[src/rtl/tlnf_pkg.sv]
// ----------------------------------------------------------------------------
// tlnf_pkg: shared types and constants of the text line number formatter
// Character codes, item and register codes, and the job word that the front
// end hands to the expansion back end.
// ----------------------------------------------------------------------------
package tlnf_pkg;

  // item codes
  localparam logic ACT_DATA = 1'b0;
  localparam logic ACT_SOF  = 1'b1;

  // register indexes
  localparam logic [1:0] CFG_SHOW_ENDS   = 2'd0;
  localparam logic [1:0] CFG_SHOW_TABS   = 2'd1;
  localparam logic [1:0] CFG_NUMBER_MODE = 2'd2;

  // numbering modes
  localparam logic [1:0] MODE_NONE     = 2'd0;
  localparam logic [1:0] MODE_ALL      = 2'd1;
  localparam logic [1:0] MODE_NONBLANK = 2'd2;

  // characters
  localparam logic [7:0] CH_NL     = 8'h0A;
  localparam logic [7:0] CH_TAB    = 8'h09;
  localparam logic [7:0] CH_DOLLAR = 8'h24;
  localparam logic [7:0] CH_CARET  = 8'h5E;
  localparam logic [7:0] CH_I      = 8'h49;
  localparam logic [7:0] CH_SPACE  = 8'h20;
  localparam logic [7:0] CH_ZERO   = 8'h30;

  // one queued job: optional number, two optional bytes, optional number
  typedef struct packed {
    logic       num_pre;
    logic       b0_en;
    logic [7:0] b0;
    logic       b1_en;
    logic [7:0] b1;
    logic       num_post;
  } tlnf_job_t;

endpackage

[src/rtl/tlnf_front.sv]
// ----------------------------------------------------------------------------
// tlnf_front: item classifier
// Holds configuration, line counters and the line start flag; turns each
// accepted item into a job word plus the number to print.
// ----------------------------------------------------------------------------
module tlnf_front
  import tlnf_pkg::*;
#(
  parameter int NUMBER_DIGITS = 6
) (
  input  logic                       clk,
  input  logic                       rst_n,
  input  logic                       cfg_we,
  input  logic [1:0]                 cfg_index,
  input  logic [1:0]                 cfg_wdata,
  input  logic                       in_valid,
  output logic                       in_stall,
  input  logic                       in_action,
  input  logic [7:0]                 in_data_byte,
  input  logic                       q_full,
  output logic                       push,
  output tlnf_job_t                  push_job,
  output logic [4*NUMBER_DIGITS-1:0] push_num
);

  localparam int BCD_W = 4 * NUMBER_DIGITS;
  localparam logic [BCD_W-1:0] BCD_ONE = BCD_W'(1);

  logic             show_ends_r;
  logic             show_tabs_r;
  logic [1:0]       mode_r;
  logic [BCD_W-1:0] line_r, line_nxt;
  logic [BCD_W-1:0] nb_r, nb_nxt;
  logic             start_r, start_nxt;
  logic             acc;
  logic             all_mode, nb_mode;

  // saturating BCD increment
  function automatic logic [BCD_W-1:0] bcd_inc(input logic [BCD_W-1:0] v);
    logic [BCD_W-1:0] r;
    logic             carry;
    logic [3:0]       d;
    r     = v;
    carry = 1'b1;
    for (int i = 0; i < NUMBER_DIGITS; i++) begin
      d = v[4*i +: 4];
      if (carry) begin
        if (d >= 4'd9) begin
          r[4*i +: 4] = 4'd0;
        end else begin
          r[4*i +: 4] = d + 4'd1;
          carry       = 1'b0;
        end
      end
    end
    if (carry) begin
      r = v;
    end
    return r;
  endfunction

  assign in_stall = q_full;
  assign acc      = in_valid && !q_full;
  assign all_mode = (mode_r == MODE_ALL);
  assign nb_mode  = (mode_r == MODE_NONBLANK);

  always_comb begin
    push_job  = '0;
    push_num  = line_r;
    line_nxt  = line_r;
    nb_nxt    = nb_r;
    start_nxt = start_r;
    if (in_action == ACT_SOF) begin
      line_nxt  = BCD_ONE;
      nb_nxt    = BCD_ONE;
      start_nxt = 1'b1;
      if (all_mode) begin
        push_job.num_post = 1'b1;
        push_num          = BCD_ONE;
        line_nxt          = bcd_inc(BCD_ONE);
      end
    end else if (in_data_byte == CH_NL) begin
      push_job.b0_en = show_ends_r;
      push_job.b0    = CH_DOLLAR;
      push_job.b1_en = 1'b1;
      push_job.b1    = CH_NL;
      start_nxt      = 1'b1;
      if (all_mode) begin
        push_job.num_post = 1'b1;
        line_nxt          = bcd_inc(line_r);
      end
    end else if (in_data_byte == CH_TAB) begin
      push_job.b1_en = 1'b1;
      if (show_tabs_r) begin
        push_job.b0_en = 1'b1;
        push_job.b0    = CH_CARET;
        push_job.b1    = CH_I;
      end else begin
        push_job.b1    = CH_TAB;
      end
    end else begin
      push_job.b1_en = 1'b1;
      push_job.b1    = in_data_byte;
      start_nxt      = 1'b0;
      if (nb_mode && start_r) begin
        push_job.num_pre = 1'b1;
        push_num         = nb_r;
        nb_nxt           = bcd_inc(nb_r);
      end
    end
  end

  // drop items that expand to nothing
  assign push = acc && (push_job.num_post || push_job.b1_en);

  always_ff @(posedge clk) begin
    if (!rst_n) begin
      show_ends_r <= 1'b0;
      show_tabs_r <= 1'b0;
      mode_r      <= MODE_NONE;
      line_r      <= BCD_ONE;
      nb_r        <= BCD_ONE;
      start_r     <= 1'b1;
    end else begin
      if (cfg_we) begin
        unique case (cfg_index)
          CFG_SHOW_ENDS:   show_ends_r <= cfg_wdata[0];
          CFG_SHOW_TABS:   show_tabs_r <= cfg_wdata[0];
          CFG_NUMBER_MODE: mode_r      <= cfg_wdata;
          default: ;
        endcase
      end
      if (acc) begin
        line_r  <= line_nxt;
        nb_r    <= nb_nxt;
        start_r <= start_nxt;
      end
    end
  end

  a_sof_resets_nb: assert property (@(posedge clk) disable iff (!rst_n)
    (acc && in_action == ACT_SOF) |=> (nb_r == BCD_ONE && start_r))
    else $error("start of file did not reset nonblank counter");

endmodule

[src/rtl/tlnf_queue.sv]
// ----------------------------------------------------------------------------
// tlnf_queue: two-entry job queue
// Decouples the classifier from the expansion sequencer.
// ----------------------------------------------------------------------------
module tlnf_queue
  import tlnf_pkg::*;
#(
  parameter int DATA_W = 8
) (
  input  logic              clk,
  input  logic              rst_n,
  input  logic              push,
  input  logic [DATA_W-1:0] push_data,
  output logic              full,
  input  logic              pop,
  output logic [DATA_W-1:0] pop_data,
  output logic              not_empty
);

  localparam int DEPTH = 2;

  logic [DATA_W-1:0] entry_r [DEPTH];
  logic              wr_ptr_r, rd_ptr_r;
  logic [1:0]        count_r;

  assign full      = (count_r == 2'(DEPTH));
  assign not_empty = (count_r != 2'd0);
  assign pop_data  = entry_r[rd_ptr_r];

  always_ff @(posedge clk) begin
    if (push) begin
      entry_r[wr_ptr_r] <= push_data;
    end
  end

  always_ff @(posedge clk) begin
    if (!rst_n) begin
      wr_ptr_r <= 1'b0;
      rd_ptr_r <= 1'b0;
      count_r  <= 2'd0;
    end else begin
      if (push) begin
        wr_ptr_r <= ~wr_ptr_r;
      end
      if (pop) begin
        rd_ptr_r <= ~rd_ptr_r;
      end
      case ({push, pop})
        2'b10:   count_r <= count_r + 2'd1;
        2'b01:   count_r <= count_r - 2'd1;
        default: count_r <= count_r;
      endcase
    end
  end

  a_no_overfill: assert property (@(posedge clk) disable iff (!rst_n)
    count_r <= 2'(DEPTH))
    else $error("job queue count beyond depth");

  a_no_pop_empty: assert property (@(posedge clk) disable iff (!rst_n)
    (count_r == 2'd0) |-> !pop)
    else $error("pop from empty job queue");

  a_no_push_full: assert property (@(posedge clk) disable iff (!rst_n)
    full |-> !push)
    else $error("push into full job queue");

endmodule

[src/rtl/tlnf_back.sv]
// ----------------------------------------------------------------------------
// tlnf_back: expansion sequencer
// Walks one job a byte at a time into the output register: number, bytes,
// number; blanks leading zeros of the number.
// ----------------------------------------------------------------------------
module tlnf_back
  import tlnf_pkg::*;
#(
  parameter int NUMBER_DIGITS = 6
) (
  input  logic                       clk,
  input  logic                       rst_n,
  input  logic                       q_valid,
  input  tlnf_job_t                  q_job,
  input  logic [4*NUMBER_DIGITS-1:0] q_num,
  output logic                       pop,
  output logic                       out_valid,
  input  logic                       out_stall,
  output logic [7:0]                 out_byte,
  output logic                       out_last_of_run
);

  localparam int BCD_W   = 4 * NUMBER_DIGITS;
  localparam int NUM_LEN = NUMBER_DIGITS + 2;
  localparam int CNT_W   = $clog2(NUM_LEN);

  typedef enum logic [2:0] {P_PRE, P_B0, P_B1, P_POST, P_DONE} phase_t;

  tlnf_job_t        job_r;
  logic [BCD_W-1:0] num_r;
  phase_t           phase_r, phase_next;
  logic [CNT_W-1:0] cnt_r;
  logic             leading_r, leading_nxt;
  logic             cur_valid_r;
  logic             out_valid_r, out_last_r;
  logic [7:0]       out_byte_r;
  logic             adv, done, is_last, blank;
  logic [7:0]       cur_byte, num_byte;
  logic [CNT_W-1:0] rev_idx;
  logic [BCD_W-1:0] shifted;
  logic [3:0]       digit;

  // first enabled phase at or after the given one
  function automatic phase_t skip_from(input tlnf_job_t j, input logic [2:0] from);
    phase_t r;
    r = P_DONE;
    if (from <= 3'(P_POST) && j.num_post) r = P_POST;
    if (from <= 3'(P_B1) && j.b1_en) r = P_B1;
    if (from <= 3'(P_B0) && j.b0_en) r = P_B0;
    if (from == 3'(P_PRE) && j.num_pre) r = P_PRE;
    return r;
  endfunction

  assign rev_idx = CNT_W'(NUMBER_DIGITS - 1) - cnt_r;
  assign shifted = num_r >> {rev_idx, 2'b00};

  always_comb begin
    digit = shifted[3:0];
    if (digit > 4'd9) begin
      digit = 4'd9;
    end
    blank       = leading_r && (digit == 4'd0) && (cnt_r != CNT_W'(NUMBER_DIGITS - 1));
    leading_nxt = blank;
    if (cnt_r < CNT_W'(NUMBER_DIGITS)) begin
      num_byte = blank ? CH_SPACE : (CH_ZERO + {4'd0, digit});
    end else begin
      num_byte = CH_SPACE;
    end
  end

  always_comb begin
    cur_byte = num_byte;
    done     = 1'b0;
    unique case (phase_r)
      P_PRE, P_POST: done = (cnt_r == CNT_W'(NUM_LEN - 1));
      P_B0: begin
        cur_byte = job_r.b0;
        done     = 1'b1;
      end
      P_B1: begin
        cur_byte = job_r.b1;
        done     = 1'b1;
      end
      default: done = 1'b1;
    endcase
    phase_next = skip_from(job_r, 3'(phase_r) + 3'd1);
    is_last    = done && (phase_next == P_DONE);
  end

  assign adv = cur_valid_r && (!out_valid_r || !out_stall);
  assign pop = q_valid && (!cur_valid_r || (adv && is_last));

  always_ff @(posedge clk) begin
    if (!rst_n) begin
      cur_valid_r <= 1'b0;
      out_valid_r <= 1'b0;
      phase_r     <= P_DONE;
      cnt_r       <= '0;
      leading_r   <= 1'b1;
    end else begin
      // output register
      if (adv) begin
        out_valid_r <= 1'b1;
        out_byte_r  <= cur_byte;
        out_last_r  <= is_last;
      end else if (out_valid_r && !out_stall) begin
        out_valid_r <= 1'b0;
      end
      // sequencer
      if (pop) begin
        job_r       <= q_job;
        num_r       <= q_num;
        phase_r     <= skip_from(q_job, 3'(P_PRE));
        cnt_r       <= '0;
        leading_r   <= 1'b1;
        cur_valid_r <= 1'b1;
      end else if (adv) begin
        if (done) begin
          phase_r   <= phase_next;
          cnt_r     <= '0;
          leading_r <= 1'b1;
          if (is_last) begin
            cur_valid_r <= 1'b0;
          end
        end else begin
          cnt_r     <= cnt_r + CNT_W'(1);
          leading_r <= leading_nxt;
        end
      end
    end
  end

  assign out_valid       = out_valid_r;
  assign out_byte        = out_byte_r;
  assign out_last_of_run = out_last_r;

  a_busy_has_phase: assert property (@(posedge clk) disable iff (!rst_n)
    cur_valid_r |-> (phase_r != P_DONE))
    else $error("active job without a phase");

  a_last_ends_job: assert property (@(posedge clk) disable iff (!rst_n)
    (adv && is_last && !q_valid) |=> !cur_valid_r)
    else $error("job still active after its last byte");

endmodule

[src/rtl/text_line_number_formatter_unit.sv]
// ----------------------------------------------------------------------------
// text_line_number_formatter_unit: line numbering and show-ends/tabs
// Formats a byte stream with optional line numbers, '$' before newlines and
// caret-I for tabs.
// ----------------------------------------------------------------------------
// Usage:
//   Input channel (in_valid / in_stall): one word per cycle, either a start of
//   file (in_action = 1) or a data byte. A word is taken when in_valid is high
//   and in_stall is low; in_stall rises only when the two-entry job queue is
//   full.
//   Output channel (out_valid / out_stall): the formatted bytes of each word;
//   out_last_of_run marks the final byte produced by one input word.
//   Throughput is set by the expansion sequencer: one byte per cycle unless
//   the receiver stalls. An accepted word passes the job queue and the
//   sequencer's job register before its first byte reaches the output
//   register. A start of file outside all-lines mode produces no output byte.
//   Configuration (cfg_we / cfg_index / cfg_wdata) must be written only
//   while idle; the block does not enforce it.
//   Reset clears registers, counters to one, the queue and the output stage.
//   When the receiver stalls, the output word holds, the queue fills and
//   then the input side stalls; nothing is dropped.
// ----------------------------------------------------------------------------
module text_line_number_formatter_unit
  import tlnf_pkg::*;
#(
  parameter int NUMBER_DIGITS = 6
) (
  input  logic       clk,
  input  logic       rst_n,
  input  logic       cfg_we,
  input  logic [1:0] cfg_index,
  input  logic [1:0] cfg_wdata,
  input  logic       in_valid,
  output logic       in_stall,
  input  logic       in_action,
  input  logic [7:0] in_data_byte,
  output logic       out_valid,
  input  logic       out_stall,
  output logic [7:0] out_byte,
  output logic       out_last_of_run
);

  localparam int BCD_W = 4 * NUMBER_DIGITS;
  localparam int JOB_W = $bits(tlnf_job_t) + BCD_W;

  // front to queue
  logic             push;
  tlnf_job_t        push_job;
  logic [BCD_W-1:0] push_num;
  logic             q_full;

  // queue to back
  logic             pop;
  logic             q_valid;
  logic [JOB_W-1:0] q_data;
  tlnf_job_t        q_job;
  logic [BCD_W-1:0] q_num;

  // classify words and track counters
  tlnf_front #(
    .NUMBER_DIGITS(NUMBER_DIGITS)
  ) u_front (
    .clk         (clk),
    .rst_n       (rst_n),
    .cfg_we      (cfg_we),
    .cfg_index   (cfg_index),
    .cfg_wdata   (cfg_wdata),
    .in_valid    (in_valid),
    .in_stall    (in_stall),
    .in_action   (in_action),
    .in_data_byte(in_data_byte),
    .q_full      (q_full),
    .push        (push),
    .push_job    (push_job),
    .push_num    (push_num)
  );

  // hold jobs while the back end expands earlier ones
  tlnf_queue #(
    .DATA_W(JOB_W)
  ) u_queue (
    .clk      (clk),
    .rst_n    (rst_n),
    .push     (push),
    .push_data({push_job, push_num}),
    .full     (q_full),
    .pop      (pop),
    .pop_data (q_data),
    .not_empty(q_valid)
  );

  assign q_job = q_data[JOB_W-1:BCD_W];
  assign q_num = q_data[BCD_W-1:0];

  // expand each job into output words
  tlnf_back #(
    .NUMBER_DIGITS(NUMBER_DIGITS)
  ) u_back (
    .clk            (clk),
    .rst_n          (rst_n),
    .q_valid        (q_valid),
    .q_job          (q_job),
    .q_num          (q_num),
    .pop            (pop),
    .out_valid      (out_valid),
    .out_stall      (out_stall),
    .out_byte       (out_byte),
    .out_last_of_run(out_last_of_run)
  );

endmodule

[config.mk]
export PLATFORM = sky130hd
export DESIGN_NAME = text_line_number_formatter_unit
export DESIGN_NICKNAME = d
export VERILOG_FILES = /design/src/rtl/tlnf_pkg.sv /design/src/rtl/tlnf_front.sv /design/src/rtl/tlnf_queue.sv /design/src/rtl/tlnf_back.sv /design/src/rtl/text_line_number_formatter_unit.sv
export SDC_FILE = /design/constraint.sdc
export NUM_CORES = 1
export LEC_CHECK = 0
export BUFFER_PORTS_ARGS = -buffer_cell sky130_fd_sc_hd__buf_2
export CORE_MARGIN = 2
export CORE_UTILIZATION = 39
export DETAILED_ROUTE_END_ITERATION = 10
export HOLD_SLACK_MARGIN = 0.06
export MAX_ROUTING_LAYER = met4
export PLACE_DENSITY = 0.57
export SLEW_MARGIN = 25
export SYNTH_ARGS = -nofsm -noshare
export SYNTH_HDL_FRONTEND = slang
export SYNTH_SLANG_ARGS = --single-unit
[constraint.sdc]
create_clock -name clk -period 6.1 [get_ports clk]
set_input_delay 1.22 -clock clk [delete_from_list [all_inputs] [get_ports clk]]
set_output_delay 1.22 -clock clk [all_outputs]
set_load 0.02 [all_outputs]
# ---- Word level (Yosys, flattened, before mapping)
# Memory sizes are Yosys's and may differ from the RTL's. A register that Yosys moved wholly into a read port is not among the register bits.
# Index checks and enable logic that the tools add are counted.
dict set report op_classes {
  add_sub_neg 18
  magnitude_cmp 17
  n_eq_ne 20
  n_shift 1
  mux 145
  bitwise 3
  n_reduce_logical 66
}
# operator count
set ops {}
lappend ops {{24-bit two-way mux} 14}
lappend ops {{4-bit two-way mux} 23}
lappend ops {{1-bit two-way mux} 85}
lappend ops {{4-bit by 1-bit adder with 4-bit output, second input constant} 12}
lappend ops {{4-bit greater-or-equal comparator, second input constant} 12}
lappend ops {{2-bit nonzero test} 19}
lappend ops {{3-bit two-way mux} 12}
lappend ops {{5-bit AND reduction} 6}
lappend ops {{6-bit AND reduction} 5}
lappend ops {{8-bit two-way mux} 3}
lappend ops {{24-bit by 5-bit right shift with 4-bit output} 1}
lappend ops {{19-bit two-way mux} 1}
lappend ops {{18-bit two-way mux} 1}
lappend ops {{9-bit two-way mux} 2}
lappend ops {{8-bit by 4-bit == test with 1-bit output, second input constant} 2}
lappend ops {{8-bit case mux with 2 select lines} 1}
lappend ops {{1-bit logical AND} 14}
lappend ops {{2-bit AND reduction} 7}
lappend ops {{2-bit == test, second input constant} 4}
lappend ops {{2-bit inequality test, second input constant} 4}
lappend ops {{6-bit by 4-bit adder with 7-bit output, first input constant} 1}
lappend ops {{7-bit two-way mux} 1}
lappend ops {{3-bit by 1-bit adder with 3-bit output, second input constant} 2}
lappend ops {{2-bit by 1-bit == test with 1-bit output, second input constant} 3}
lappend ops {{23 further kinds} 35}
dict set report word_totals {
  regBits 119
  mem_bits_rw 88
  input_bits 18
  output_inout_bits 11
  elab_cells 304
  memories 1
}
# memory depth width rd rd_clocked_by_memory_dff wr line_no
set memory_table {}
lappend memory_table {u_queue.entry_r 2 44 1 1 1 tlnf_queue.sv:22} ;# logic [DATA_W-1:0] entry_r [DEPTH];

# ---- Depth between registers and ports, before layout
dict set report logic_depth {
  word_depth 36
  mapped_depth 13
}

# ---- Modules after synthesis
# From an unflattened synthesis, not the netlist that was laid out.
dict set report unflattened {
  hier_cells 867
  area_unflattened_um2 9978.3
}
# module instances cells_per_inst area_each_um2
set by_module_without_submodules {}
lappend by_module_without_submodules {tlnf_front 1 513 3873.7}
lappend by_module_without_submodules {tlnf_queue 1 159 3382.0}
lappend by_module_without_submodules {tlnf_back 1 195 2722.6}

# ---- Worst setup path after synthesis
# Ideal clock, no wire load.
dict set report synth_path {
  kind {input -> register}
  from {input in_action}
  to {memory u_queue.entry_r[0][0] (netlist bit) (enable)}
  t_arrival_ns 3.634
  t_required_ns 5.665
  slack_ns 2.031
  cell_stages 6
  path_buffers 3
  cell_sequence {buf_2 > clkbuf_1 > buf_1 > nand2_1 > nand2_1 > nor2_1}
}
dict set report synth_via {
  elab_chain_len 5
  elab_cells_between_ends 6
  cone_classes {4 x mux; 2 x reduce/logical}
}
# item line_no
set synth_rtl {}
lappend synth_rtl {{from (decl)} text_line_number_formatter_unit.sv:35} ;# input logic in_action,
lappend synth_rtl {{1-bit two-way mux or 19-bit two-way mux (tied branches)} tlnf_front.sv:73} ;# if (in_action == ACT_SOF) begin
lappend synth_rtl {{1-bit logical OR *} tlnf_front.sv:114} ;# assign push = acc && (push_job.num_post || push_job.b1_en);
lappend synth_rtl {{1-bit logical AND *} tlnf_front.sv:114}
lappend synth_rtl {{1-bit two-way mux *} tlnf_queue.sv:31} ;# if (push) begin
lappend synth_rtl {{1-bit two-way mux (not written as such) *} tlnf_queue.sv:32} ;# entry_r[wr_ptr_r] <= push_data;
lappend synth_rtl {{to (decl)} tlnf_queue.sv:22}
# Every way passes the cells marked *; elsewhere a longest branch is shown, timed or not.

# ---- Worst setup path in the final report
dict set report layout_path {
  from {input in_action}
  to {register u_front.nb_r[10]}
}
dict set report layout_via {
  elab_chain_len 2
  elab_cells_between_ends 7
  cone_classes {3 x eq/ne; 1 x mux; 3 x reduce/logical}
}
# item line_no
set layout_rtl {}
lappend layout_rtl {{2-bit inequality test (no source line) or 2-bit nonzero test (tied branches)} --}
lappend layout_rtl {{6-bit AND reduction (no source line)} --}
lappend layout_rtl {{to (signal assigned)} tlnf_front.sv:135} ;# nb_r <= nb_nxt;
lappend layout_rtl {{to (decl)} tlnf_front.sv:33} ;# logic [BCD_W-1:0] nb_r, nb_nxt;
# Several ways; a longest one is shown, not always the timed one.
# A chain may end at the register's enable or synchronous reset.

==> key figures <==
Synthesis
  – Seq/Total Area, Yosys: 0.550
  – EDFF count, synth: 126
  – Dominant synthesized flop cell: edfxtp_1
  – Asr flop ratio synth: 0
  – Avg Cell Area, Syn: 11.3 um2
  – Yosys top cell by area: edfxtp_1
  – Syn nets: 891
  – Synth Instances: 825
  – FF+latch count, synth: 193
  – Synth top cells by count: 126 x edfxtp_1, 91 x nand2_1, 67 x dfxtp_1
  – Netlist cell types: 75
  – Share of the synthesized area in the top cell type: 0.406
  – Synth Cell Area: 9320 um2
  – Top post-synthesis cells by area: edfxtp_1 41%, dfxtp_1 14%, ha_1 6.4%
  – Yosys warnings: 0
  – Most frequent cell after synthesis: edfxtp_1

Clocking
  – Clock root buffer: clkbuf_16
  – Sink Count: 193
  – Clk buf depth: 2
  – Cts bufs inserted: 17
  – Clock Pin Slew Worst Setup and Hold Paths: 0.07 ns
  – Clock latency on the worst-skew pair: 0.43 ns
  – Post-CTS setup buffer count: 0
  – CTS tree: built
  – H-Tree Depth: 4
  – # hold bufs at CTS: 0
  – Post-CTS Resized: 0

Routing
  – Antenna Nets Post-Route: 0
  – DR WL met2: 9.50 mm
  – 1st-pass router iterations: 5
  – Via/cell ratio: 5.31
  – Via count: 6257
  – Wire length on met1: 10.7 mm
  – Highest Signal Layer: met4
  – DR WL met3: 557 um
  – Drc violations: 0
  – Detailed Route WL: 21.0 mm
  – Avg WL per Cell: 17.8 um
  – 1st-iter DRT viols: 481

Global routing
  – Remaining global-route overflow: 0
  – First-pass GRT wire length: 33.2 mm
  – Antenna violations before repair: 0
  – Largest net degree at the start of global routing: 44
  – Vias in the first global route: 5978
  – GRT Total Usage: 0.179

Timing
  – Hold Violations, Final: 0
  – Min cycle time layout: 3.46 ns
  – Max Freq: 289 MHz
  – Final setup viols: 0
  – Setup Skew: 0.0123 ns
  – Fin crit share: 0.567
  – Final setup TNS: 0 ns
  – Fin. max-slew vios: 0
  – Worst-Margin Slew: 0.950 ns
  – RSZ-0062 raised after global routing: false
  – Setup ws final: 2.64 ns
  – Slew HR: 0.366

Pwr
  – Leakage: 3.67 nW
  – Worst vdd ir: 0.181 mV
  – Power Density: 327 nW/um2

Setup path
  – CP max stage delay: 0.61 ns
  – Kind of critical path: in2reg
  – CP arrival: 3.80 ns
  – Worst path cell trace: buf_2, clkinv_1, o311ai_0, nor4_4, a211oi_2, o21ai_0, a311oi_1
  – Critical Path Sink Type: register
  – Startpoint Class: input pin
  – Crit-path max FO: 36
  – Slowest stage cell, crit path: buf_2
  – Critical Path RT: 6.44 ns

Floorplanning
  – Die Y: 159 um
  – Total core area: 23500 um2
  – Die area: 25100 um2
  – Die Width: 159 um
  – Row cnt: 56
  – I/O pins: 29
  – Starting Density: 0.397

Final layout
  – Reg area: 5130 um2
  – Layout cells sized above 1: 0.162
  – Design Area, Final: 10400 um2
  – Fin util: 0.443
  – # fillers: 2179
  – Nets: 913
  – Area Growth Syn to Fin: 11.7%
  – Diodes inserted: 0
  – Multi-input gate area: 3920 um2

Hold path
  – HP Class: reg2reg

Status
  – Outcome: completed

Job
  – Maxcap violations: 0

Placed design
  – Dpl cell area: 9790 um2
  – RePlAce Congestion: 0.828
  – DP Worst Slack: 2.23 ns
  – Detailed Place HPWL: 14.8 mm
  – Buffers on Ports: 28
-- power breakdown --
part	total (mW)	switching, mW	internal (mW)
registers	1.67	0.0991	1.57
clock network	1.15	0.517	0.630
logic	0.584	0.364	0.220
-- registers in the layout (all words and copies together), names as in the netlist, named ones only --
signal,flops
u_back.cnt_r,3
u_back.cur_valid_r,1
u_back.job_r,15
u_back.leading_r,1
u_back.num_r,24
u_back.out_byte,8
u_back.out_last_of_run,1
u_back.out_valid,1
u_back.phase_r,3
u_front.line_r,24
u_front.mode_r,2
u_front.nb_r,24
u_front.show_ends_r,1
u_front.show_tabs_r,1
u_front.start_r,1
u_queue.count_r,2
u_queue.entry_r,78
u_queue.rd_ptr_r,1
u_queue.wr_ptr_r,1
-- metrics by stage --
stage          power, mW  hold slack [ns]  cells
2_1_floorplan       2.10            0.447    825
3_3_place_gp        2.27            0.456   1147
3_5_place_dp        2.28            0.464   1147
4_1_cts             3.43            0.475   1179
5_1_grt             3.56            0.509   1179
6_report            3.40            0.469   1179
-- cells by family after synthesis --
kind of cell,share of synthesized area
and+or+nand+nor,0.157
DFF,0.550
AOI/OAI and AO/OA,0.118
buffers and inverters,0.0313
muxes,0.0730
adders and majority gates,0.0645
xor gates and xnor gates,0.00658
-- cells in the final DEF, fill, tap and decap left out, types with 5 or more instances in the layout --
cell type,instances
nor3b_1,7
or3b_2,7
clkbuf_16,17
a21oi_1,31
nand2b_1,10
inv_1,43
nand2_1,91
and3_1,5
edfxtp_1,126
nand3_1,23
ha_1,48
a31oi_1,7
a21o_1,6
nand4b_1,8
nand4_1,10
dfxtp_1,66
or3_1,7
buf_2,28
nor2b_1,16
mux2i_1,23
buf_4,5
nor2_1,46
mux2_2,40
o22ai_1,6
o31ai_1,14
o21ai_0,48
nor3_1,7
o211ai_1,7
-- area by class of cell --
cell class | count | area share
flip-flops and latches | 193 | 0.493
multi-input cells | 557 | 0.377
clock buffers | 18 | 0.0422
well taps | 319 | 0.0384
repair buffers | 33 | 0.0171
clock inverters | 14 | 0.0166
inverters | 45 | 0.0162
-- critical path, delay by kind of cell --
kind                   cells  cell delay [ns]
AOI/OAI and AO/OA          4             1.24
buffers and inverters      2             1.17
and+or+nand+nor            1             0.14
-- worst paths after layout --
| check | from | end | slack, ns | cells after the start |
|---|---|---|---|---|
| worst min-delay path | u_queue.rd_ptr_r | register | 0.47 | 2 |
| worst max register to register | u_back.phase_r[0] | u_back.num_r[10] | 2.79 | 8 |
| worst max-delay path | in_action | u_front.nb_r[10] | 2.64 | 7 |
| worst min register to register | u_queue.rd_ptr_r | register | 0.47 | 2 |
-- metal layers --
metal	track usage	vias to the layer above
li1	-	3096
met1	0.254	3034
met2	0.268	110
met3	0.0308	17
met4	0.0446	0
met5	-	-
(Power assumes the default switching activity.)
